$ cat config.mk
export PLATFORM = sky130hd
export DESIGN_NAME = fixed_step_audio_resampler_unit
export DESIGN_NICKNAME = d
export VERILOG_FILES = /design/src/rtl/fsar_pkg.sv /design/src/rtl/fsar_regs.sv /design/src/rtl/fsar_fmt.sv /design/src/rtl/fixed_step_audio_resampler_unit.sv
export VERILOG_INCLUDE_DIRS = /design/src /design/src/rtl
export SDC_FILE = /design/constraint.sdc
export NUM_CORES = 1
export LEC_CHECK = 0
export BUFFER_PORTS_ARGS = -buffer_cell sky130_fd_sc_hd__buf_2
export CORE_MARGIN = 2
export CORE_UTILIZATION = 45
export DETAILED_ROUTE_END_ITERATION = 16
export GPL_TIMING_DRIVEN = 0
export PLACE_DENSITY_LB_ADDON = 0.08
export SETUP_SLACK_MARGIN = 0.5
export SYNTH_ARGS = -nofsm -noshare
export SYNTH_HDL_FRONTEND = slang
export SYNTH_SLANG_ARGS = --single-unit
export TNS_END_PERCENT = 1
$ cat constraint.sdc
create_clock -name clk -period 3.42 [get_ports clk]
set_input_delay 0.342 -clock clk [delete_from_list [all_inputs] [get_ports clk]]
set_output_delay 0.342 -clock clk [all_outputs]
set_load 0.01 [all_outputs]
$ cat src/rtl/fixed_step_audio_resampler_unit_macros.svh
// Assertion macros shared by the resampler RTL.
`ifndef FIXED_STEP_AUDIO_RESAMPLER_UNIT_MACROS_SVH
`define FIXED_STEP_AUDIO_RESAMPLER_UNIT_MACROS_SVH

// Same-cycle implication, sampled on clk, off while rst_n is low
`define FSAR_ASSERT_NOW(lbl, ante, cons, msg) \
  lbl: assert property (@(posedge clk) disable iff (!rst_n) (ante) |-> (cons)) \
    else $error(msg);

// Next-cycle implication, sampled on clk, off while rst_n is low
`define FSAR_ASSERT_NEXT(lbl, ante, cons, msg) \
  lbl: assert property (@(posedge clk) disable iff (!rst_n) (ante) |=> (cons)) \
    else $error(msg);

`endif

$ cat src/rtl/fsar_pkg.sv
// Shared types and constants for the fixed-step audio resampler.
package fsar_pkg;

  localparam int COUNT_BITS_DEF = 24;  // default width of the sample counters
  localparam int FRAC_BITS      = 8;   // fraction bits of the phase accumulator
  localparam int STEP_W         = 13;  // step register width (5.8 fixed point)
  localparam int CNT_CFG_W      = 24;  // output count register width
  localparam int SAMPLE_W       = 16;
  localparam int MAX_OUT        = 64;  // outputs per source sample at most
  localparam int OUT_N_W        = $clog2(MAX_OUT + 1);
  localparam int ADDR_W         = 4;
  localparam int DATA_W         = 32;

  localparam logic [STEP_W-1:0] STEP_MIN   = STEP_W'(4);
  localparam logic [STEP_W-1:0] STEP_RESET = STEP_W'(256);

  // Register index, taken from paddr[3:2]
  typedef enum logic [1:0] {
    REG_STEP  = 2'd0,
    REG_IN16  = 2'd1,
    REG_OUT16 = 2'd2,
    REG_COUNT = 2'd3
  } reg_idx_t;

  // Configuration as seen by the datapath
  typedef struct packed {
    logic [STEP_W-1:0]    step;
    logic                 in16;
    logic                 out16;
    logic [CNT_CFG_W-1:0] count;
  } cfg_t;

endpackage

$ cat src/rtl/fsar_regs.sv
// APB-style configuration registers of the resampler.
module fsar_regs (
  input  logic                        clk,
  input  logic                        rst_n,
  input  logic                        psel,
  input  logic                        penable,
  input  logic                        pwrite,
  input  logic [fsar_pkg::ADDR_W-1:0] paddr,
  input  logic [fsar_pkg::DATA_W-1:0] pwdata,
  output logic [fsar_pkg::DATA_W-1:0] prdata,
  output logic                        pready,
  output fsar_pkg::cfg_t              cfg
);
  import fsar_pkg::*;

  cfg_t     cfg_r, cfg_nxt;
  reg_idx_t idx;
  logic     wr_en;

  assign pready = 1'b1;
  assign idx    = reg_idx_t'(paddr[3:2]);
  assign wr_en  = psel && penable && pwrite && pready;
  assign cfg    = cfg_r;

  // Write decode
  always_comb begin
    cfg_nxt = cfg_r;
    if (wr_en) begin
      unique case (idx)
        REG_STEP:  cfg_nxt.step  = pwdata[STEP_W-1:0];
        REG_IN16:  cfg_nxt.in16  = pwdata[0];
        REG_OUT16: cfg_nxt.out16 = pwdata[0];
        REG_COUNT: cfg_nxt.count = pwdata[CNT_CFG_W-1:0];
        default:   cfg_nxt = cfg_r;
      endcase
    end
  end

  always_ff @(posedge clk) begin
    if (!rst_n) begin
      cfg_r.step  <= STEP_RESET;
      cfg_r.in16  <= 1'b0;
      cfg_r.out16 <= 1'b0;
      cfg_r.count <= '0;
    end else begin
      cfg_r <= cfg_nxt;
    end
  end

  // Read decode
  always_comb begin
    unique case (idx)
      REG_STEP:  prdata = DATA_W'(cfg_r.step);
      REG_IN16:  prdata = DATA_W'(cfg_r.in16);
      REG_OUT16: prdata = DATA_W'(cfg_r.out16);
      REG_COUNT: prdata = DATA_W'(cfg_r.count);
      default:   prdata = '0;
    endcase
  end

endmodule

$ cat src/rtl/fsar_fmt.sv
// Sample format conversion: raw source word to the output sample value.
module fsar_fmt (
  input  logic [fsar_pkg::SAMPLE_W-1:0]        raw,
  input  logic                                 in16,
  input  logic                                 out16,
  output logic signed [fsar_pkg::SAMPLE_W-1:0] value
);
  import fsar_pkg::*;

  logic signed [SAMPLE_W-1:0] src;

  // Unsigned byte b becomes (b - 128) << 8: flip the top bit, pad zeros
  assign src = in16 ? $signed(raw) : $signed({~raw[7], raw[6:0], 8'h00});

  // 8-bit output is the arithmetic shift right by 8, sign-extended
  assign value = out16 ? src : (src >>> 8);

endmodule

$ cat src/rtl/fixed_step_audio_resampler_unit.sv
// Top level of the fixed-step nearest-neighbor audio resampler.
// Takes one mono source sample per transaction (tdata = sample, tuser = start
// of sound) and gives output sample i = source sample (i*step)>>8, with step
// in 5.8 fixed point (values below 4 act as 4), stopping after out_count
// outputs and raising tlast on the last one. A source sample stays in the
// datapath while it still matches, giving one output per cycle while the single
// output register is free (a waiting result with out_tready low holds it), and
// leaves in the cycle that finds no further match, which may also take in
// another sample. A new sample is accepted while the last result still waits
// in the output register. Registers: step at 0x0,
// in_is_16bit at 0x4, out_is_16bit at 0x8, out_count at 0xC; write them only
// while the block is idle. No clearing pass after reset.
`include "fixed_step_audio_resampler_unit_macros.svh"
module fixed_step_audio_resampler_unit #(
  parameter int COUNT_BITS = fsar_pkg::COUNT_BITS_DEF
) (
  input  logic                          clk,
  input  logic                          rst_n,
  input  logic                          cfg_psel,
  input  logic                          cfg_penable,
  input  logic                          cfg_pwrite,
  input  logic [fsar_pkg::ADDR_W-1:0]   cfg_paddr,
  input  logic [fsar_pkg::DATA_W-1:0]   cfg_pwdata,
  output logic [fsar_pkg::DATA_W-1:0]   cfg_prdata,
  output logic                          cfg_pready,
  input  logic                          in_tvalid,
  output logic                          in_tready,
  input  logic [fsar_pkg::SAMPLE_W-1:0] in_tdata,   // [15:0] in_sample
  input  logic [0:0]                    in_tuser,   // [0] first
  output logic                          out_tvalid,
  input  logic                          out_tready,
  output logic [fsar_pkg::SAMPLE_W-1:0] out_tdata,  // [15:0] out_sample
  output logic                          out_tlast   // last_of_sound
);
  import fsar_pkg::*;

  localparam int PH_W  = COUNT_BITS + FRAC_BITS;
  localparam int CMP_W = (COUNT_BITS > CNT_CFG_W) ? COUNT_BITS : CNT_CFG_W;

  cfg_t cfg;

  // Item under work and its counters
  logic                       active_r, active_nxt;
  logic signed [SAMPLE_W-1:0] val_r, val_nxt;
  logic [PH_W-1:0]            phase_r, phase_nxt;
  logic [COUNT_BITS-1:0]      oidx_r, oidx_nxt;
  logic [COUNT_BITS-1:0]      iidx_r, iidx_nxt;
  logic [OUT_N_W-1:0]         n_r, n_nxt;

  // Output register
  logic                       out_valid_r, out_valid_nxt;
  logic signed [SAMPLE_W-1:0] out_data_r, out_data_nxt;
  logic                       out_last_r, out_last_nxt;

  logic signed [SAMPLE_W-1:0] in_val;
  logic [STEP_W-1:0]          step_eff;
  logic [CMP_W-1:0]           cnt_ext, oidx_ext;
  logic                       match, out_free, emit, done, in_acc, is_last;

  fsar_regs u_regs (
    .clk     (clk),
    .rst_n   (rst_n),
    .psel    (cfg_psel),
    .penable (cfg_penable),
    .pwrite  (cfg_pwrite),
    .paddr   (cfg_paddr),
    .pwdata  (cfg_pwdata),
    .prdata  (cfg_prdata),
    .pready  (cfg_pready),
    .cfg     (cfg)
  );

  fsar_fmt u_fmt (
    .raw   (in_tdata),
    .in16  (cfg.in16),
    .out16 (cfg.out16),
    .value (in_val)
  );

  // Match test: item active, per-sample cap not reached, sound not finished and the phase points at this sample
  assign step_eff = (cfg.step < STEP_MIN) ? STEP_MIN : cfg.step;
  assign cnt_ext  = CMP_W'(cfg.count);
  assign oidx_ext = CMP_W'(oidx_r);
  assign match    = active_r && (n_r < OUT_N_W'(MAX_OUT)) && (oidx_ext < cnt_ext) &&
                    (phase_r[PH_W-1:FRAC_BITS] == iidx_r);
  assign is_last  = (oidx_ext == (cnt_ext - CMP_W'(1)));

  assign out_free  = !out_valid_r || out_tready;
  assign emit      = match && out_free;
  assign done      = active_r && !match;
  assign in_tready = !match;
  assign in_acc    = in_tvalid && in_tready;

  // Counter and item update
  always_comb begin
    active_nxt = active_r;
    val_nxt    = val_r;
    phase_nxt  = phase_r;
    oidx_nxt   = oidx_r;
    iidx_nxt   = iidx_r;
    n_nxt      = n_r;
    if (emit) begin
      oidx_nxt  = oidx_r + COUNT_BITS'(1);
      phase_nxt = phase_r + PH_W'(step_eff);
      n_nxt     = n_r + OUT_N_W'(1);
    end
    if (done) begin
      iidx_nxt   = iidx_r + COUNT_BITS'(1);
      active_nxt = 1'b0;
    end
    if (in_acc) begin
      active_nxt = 1'b1;
      val_nxt    = in_val;
      n_nxt      = '0;
      // start of a sound clears the counters before the sample is used
      if (in_tuser[0]) begin
        phase_nxt = '0;
        oidx_nxt  = '0;
        iidx_nxt  = '0;
      end
    end
  end

  // Output register load and drain
  always_comb begin
    out_valid_nxt = out_valid_r;
    out_data_nxt  = out_data_r;
    out_last_nxt  = out_last_r;
    if (emit) begin
      out_valid_nxt = 1'b1;
      out_data_nxt  = val_r;
      out_last_nxt  = is_last;
    end else if (out_tready) begin
      out_valid_nxt = 1'b0;
    end
  end

  always_ff @(posedge clk) begin
    if (!rst_n) begin
      active_r    <= 1'b0;
      phase_r     <= '0;
      oidx_r      <= '0;
      iidx_r      <= '0;
      n_r         <= '0;
      out_valid_r <= 1'b0;
    end else begin
      active_r    <= active_nxt;
      phase_r     <= phase_nxt;
      oidx_r      <= oidx_nxt;
      iidx_r      <= iidx_nxt;
      n_r         <= n_nxt;
      out_valid_r <= out_valid_nxt;
    end
  end

  // Payload, no reset
  always_ff @(posedge clk) begin
    val_r      <= val_nxt;
    out_data_r <= out_data_nxt;
    out_last_r <= out_last_nxt;
  end

  assign out_tvalid = out_valid_r;
  assign out_tdata  = out_data_r;
  assign out_tlast  = out_last_r;

  // Checks
  `FSAR_ASSERT_NOW(a_emit_in_bounds, emit, (n_r < OUT_N_W'(MAX_OUT)) && (oidx_ext < cnt_ext), "output given past the per-sample cap or the sound end")
  `FSAR_ASSERT_NEXT(a_accept_starts_item, in_acc, active_r && (n_r == '0), "accepted sample not taken into work")
  `FSAR_ASSERT_NEXT(a_emit_loads_output, emit, out_valid_r, "result lost on the way to the output register")

endmodule
==> insert_results.sql <==
INSERT INTO impl_metrics (metric_group, metric, value, unit) VALUES
('outcome', 'result_of_the_run', 'finished clean', ''),
('timing', 'setup_viol', '0', ''),
('detailed_routing', 'post-route-drc-count', '0', ''),
('floorplanning', 'chipHeight', '151', 'um'),
('run', 'cap_viol_max_count', '0', ''),
('finish', 'stdcell_area', '11600', 'sq um'),
('clock_tree', 'cts_made_buffers', '17', ''),
('timing', 'fin_tns_setup', '0', 'ps'),
('placed_design', 'pre_cts_setup_slack', '-471', 'ps'),
('setup_path', 'setup.worst_path.start_class', 'register', ''),
('clock_tree', 'clock-sinks', '161', ''),
('detailed_routing', 'route.antenna.remaining_nets', '0', ''),
('global_routing', 'number_of_global_route_vias_before_repair', '8524', ''),
('synth', 'proportion_of_register_bits_with_asynchronous_set_or_reset_after_synthesis', '0', '%'),
('setup_path', 'cp-end-kind', 'register', ''),
('setup_path', 'cp_cell_sequence', 'ha_2, nand2_1, o21ai_2, a2111oi_4, or4b_4, buf_8, a211o_4, buf_6, or4_1, a21oi_1', ''),
('timing', 'rsz0062_at_grt', 'true', ''),
('clock_tree', 'clock_insertion_delay_worst_skew', '450', 'ps'),
('finish', 'antenna_cells', '0', ''),
('timing', 'timing.final.hold_violations', '0', ''),
('finish', 'layoutNonFillerInstCount', '1575', ''),
('synth', 'synth_cell_types', '69', ''),
('detailed_routing', 'finalWirelength', '29.2', 'mm'),
('floorplanning', 'core_region_area', '21200', 'sq um'),
('timing', 'drv_slew', '0', ''),
('detailed_routing', 'dr.pass1.iters', '5', ''),
('setup_path', 'timing.rr.start', 'oidx_ext[18]', ''),
('timing', 'timing.clock.skew', '19.1', 'ps'),
('synth', 'seq_area_frac_synth', '36.5', '%'),
('pwr', 'worst_ir_drop_vdd', '0.363', 'mV'),
('global_routing', 'overflow', '0', ''),
('finish', 'most-common-layout-cells', 'sky130_fd_sc_hd__nand2_1, sky130_fd_sc_hd__dfxtp_1, sky130_fd_sc_hd__buf_2', ''),
('global_routing', 'grt_pass1_wl', '45.5', 'mm'),
('floorplanning', 'design.die.area', '22800', 'sq um'),
('clock_tree', 'cts.root.buffer_cell', 'sky130_fd_sc_hd__clkbuf_16', ''),
('setup_path', 'arrival', '3570', 'ps'),
('setup_path', 'setup.worst_path.class', 'register to register', ''),
('synth', 'synth.ff_latch_count', '161', ''),
('timing', 'worst_slew_pin_slew', '853', 'ps'),
('clock_tree', 'h-tree-depth', '4', ''),
('synth', 'netlist_area', '9740', 'sq um'),
('placed_design', 'place_congestion', '0.922', ''),
('floorplanning', 'io_pins', '112', ''),
('setup_path', 'worst-endpoint-required', '3780', 'ps'),
('clock_tree', 'tritoncts', 'yes', ''),
('timing', 'fmax', '0.311', 'GHz'),
('synth', 'synth_top_area_cell', 'sky130_fd_sc_hd__dfxtp_1', ''),
('placed_design', 'placed_area', '10600', 'sq um'),
('detailed_routing', 'vias_per_cell', '5.76', ''),
('synth', 'syn_avg_cell_area', '8.43', 'sq um'),
('pwr', 'leakage', '4.23', 'nW'),
('pwr', 'finalPower', '4.42', 'mW'),
('setup_path', 'critical_path.max_fanout', '10', ''),
('placed_design', 'place.port_buffers', '92', ''),
('global_routing', 'track_usage', '25.8', '%'),
('global_routing', 'antenna_violations_before_repair', '0', ''),
('synth', 'synth_top_area_share', '26.3', '%'),
('synth', 'synth-main-ff-cell', 'sky130_fd_sc_hd__dfxtp_1', ''),
('floorplanning', 'initial_utilization', '46.0', '%'),
('floorplanning', 'fp-row-count', '53', ''),
('timing', 'period_needed', '3210', 'ps'),
('finish', 'layout-drive-gt1-share', '18.3', '%'),
('timing', 'period_utilization', '93.9', '%'),
('detailed_routing', 'avgRoutedWirePerCell', '18.5', 'um'),
('setup_path', 'crit_path_max_incr_delay', '530', 'ps'),
('floorplanning', 'dieWidth', '151', 'um'),
('setup_path', 'worst_path_max_delay_cell', 'sky130_fd_sc_hd__or4b_4', ''),
('synth', 'netlist_top_cells_area', 'sky130_fd_sc_hd__dfxtp_1, sky130_fd_sc_hd__edfxtp_1, sky130_fd_sc_hd__nand2_1, sky130_fd_sc_hd__ha_1, sky130_fd_sc_hd__a21oi_1', ''),
('placed_design', 'numPlacedInstances', '1529', ''),
('finish', 'nNetsFinal', '1389', ''),
('setup_path', 'timing.critical_path.from', 'oidx_ext[18]', '');
[metal layers]
metal / track usage [%] / wire (um) / up-vias
li1: - / - / 4516
met1: 35.7 / 13700 / 4315
met2: 43.0 / 13800 / 219
met3: 3.70 / 1350 / 21
met4: 5.56 / 300 / 0
met5: 0 / 0 / -
[synth_stat cells (5+ instances only)]
library cell / instances
sky130_fd_sc_hd__nand2_1: 148
sky130_fd_sc_hd__dfxtp_1: 128
sky130_fd_sc_hd__a21oi_1: 84
sky130_fd_sc_hd__clkbuf_1: 59
sky130_fd_sc_hd__nor2_1: 56
sky130_fd_sc_hd__inv_1: 49
sky130_fd_sc_hd__or4_1: 42
sky130_fd_sc_hd__ha_1: 41
sky130_fd_sc_hd__xnor2_1: 40
sky130_fd_sc_hd__o21ai_0: 39
sky130_fd_sc_hd__a21boi_0: 38
sky130_fd_sc_hd__nand3_1: 38
sky130_fd_sc_hd__o31ai_1: 37
sky130_fd_sc_hd__edfxtp_1: 33
sky130_fd_sc_hd__xor2_1: 33
sky130_fd_sc_hd__o211ai_1: 28
sky130_fd_sc_hd__nor3_1: 23
sky130_fd_sc_hd__nand4_1: 22
sky130_fd_sc_hd__mux2i_1: 21
sky130_fd_sc_hd__nor4_1: 20
sky130_fd_sc_hd__a211oi_1: 13
sky130_fd_sc_hd__buf_2: 13
sky130_fd_sc_hd__or3_1: 13
sky130_fd_sc_hd__and4_1: 9
sky130_fd_sc_hd__buf_4: 9
sky130_fd_sc_hd__and2_1: 8
sky130_fd_sc_hd__mux2_2: 8
sky130_fd_sc_hd__a22o_1: 7
sky130_fd_sc_hd__a31oi_1: 7
sky130_fd_sc_hd__and3_1: 7
sky130_fd_sc_hd__nand2b_1: 6
sky130_fd_sc_hd__a2111oi_0: 5
sky130_fd_sc_hd__a21o_1: 5
[report_power, final]
group | internal [mW] | total [mW] | switching (mW) | leakage (nW)
logic | 0.177 | 0.488 | 0.312 | 2.61
clock network | 1.03 | 1.93 | 0.903 | 0.275
registers | 1.98 | 2.00 | 0.0209 | 1.35
total | 3.18 | 4.42 | 1.24 | 4.23
[worst paths after layout]
path | end | slack (ps) | cells past startpoint
setup reg to reg | phase_r[24] | 210 | 10
hold reg to reg | out_tdata[9] | 420 | 0
setup / recovery | phase_r[24] | 210 | 10
hold / removal | u_regs.cfg[13] | 140 | 3
[state kept, by name, indices dropped and copies added, names as in the netlist]
name and count:
out_tdata 16, active_r 1, val_r 16, out_tvalid 1
iidx_r 24, oidx_ext 24, u_regs.cfg 39, out_tlast 1
n_r 7, phase_r 32
[logic make-up (layout without fill, tap and decap cells)]
kind of cell	count (synthesis)	after routing	synth area share (%)
AOI/OAI and AO/OA	299	299	20.5
xor gates and xnor gates	73	73	6.56
adders and majority gates	42	42	5.47
buffers and inverters	131	269	5.56
DFF	161	161	36.5
muxes	30	30	3.31
other	2	9	0.0771
and+or+nand+nor	417	417	22.0
[per-stage QoR]
| step | hold slack [ps] | utilization (%) |
|---|---|---|
| 6_report | 136 | 55.0 |
| 5_1_grt | 158 | 55.0 |
| 4_1_cts | 130 | 53.8 |
| 3_5_place_dp | 405 | 50.1 |
| 3_3_place_gp | 401 | 50.1 |
| 2_1_floorplan | 400 | - |
[worst max-delay path: cells and delay by family, from the launching register on]
family                     cells  cell delay (ps)
buffers and inverters          2              300
AOI/OAI and AO/OA              4             1000
and+or+nand+nor                3              990
DFF                            1              480
adders and majority gates      1              350
[area by class of cell]
class | count | area, sq um
plain buffers | 82 | 425
repair buffers | 106 | 578
flip-flops and latches | 161 | 3580
inverters | 49 | 184
well taps | 275 | 344
clock inverters | 14 | 150
fillers | 2022 | 9520
multi-input cells | 870 | 5940
clock buffers | 18 | 429
[what timing repair did]
item,CTS,global route
endpoints found under the setup margin,123,123
hold endpoints to repair,0,0
setup buffers,9,4
gates resized for setup,44,57
pin swaps,13,12
cloned,1,0
hold buffers,0,0
(Power assumes the default switching activity.)
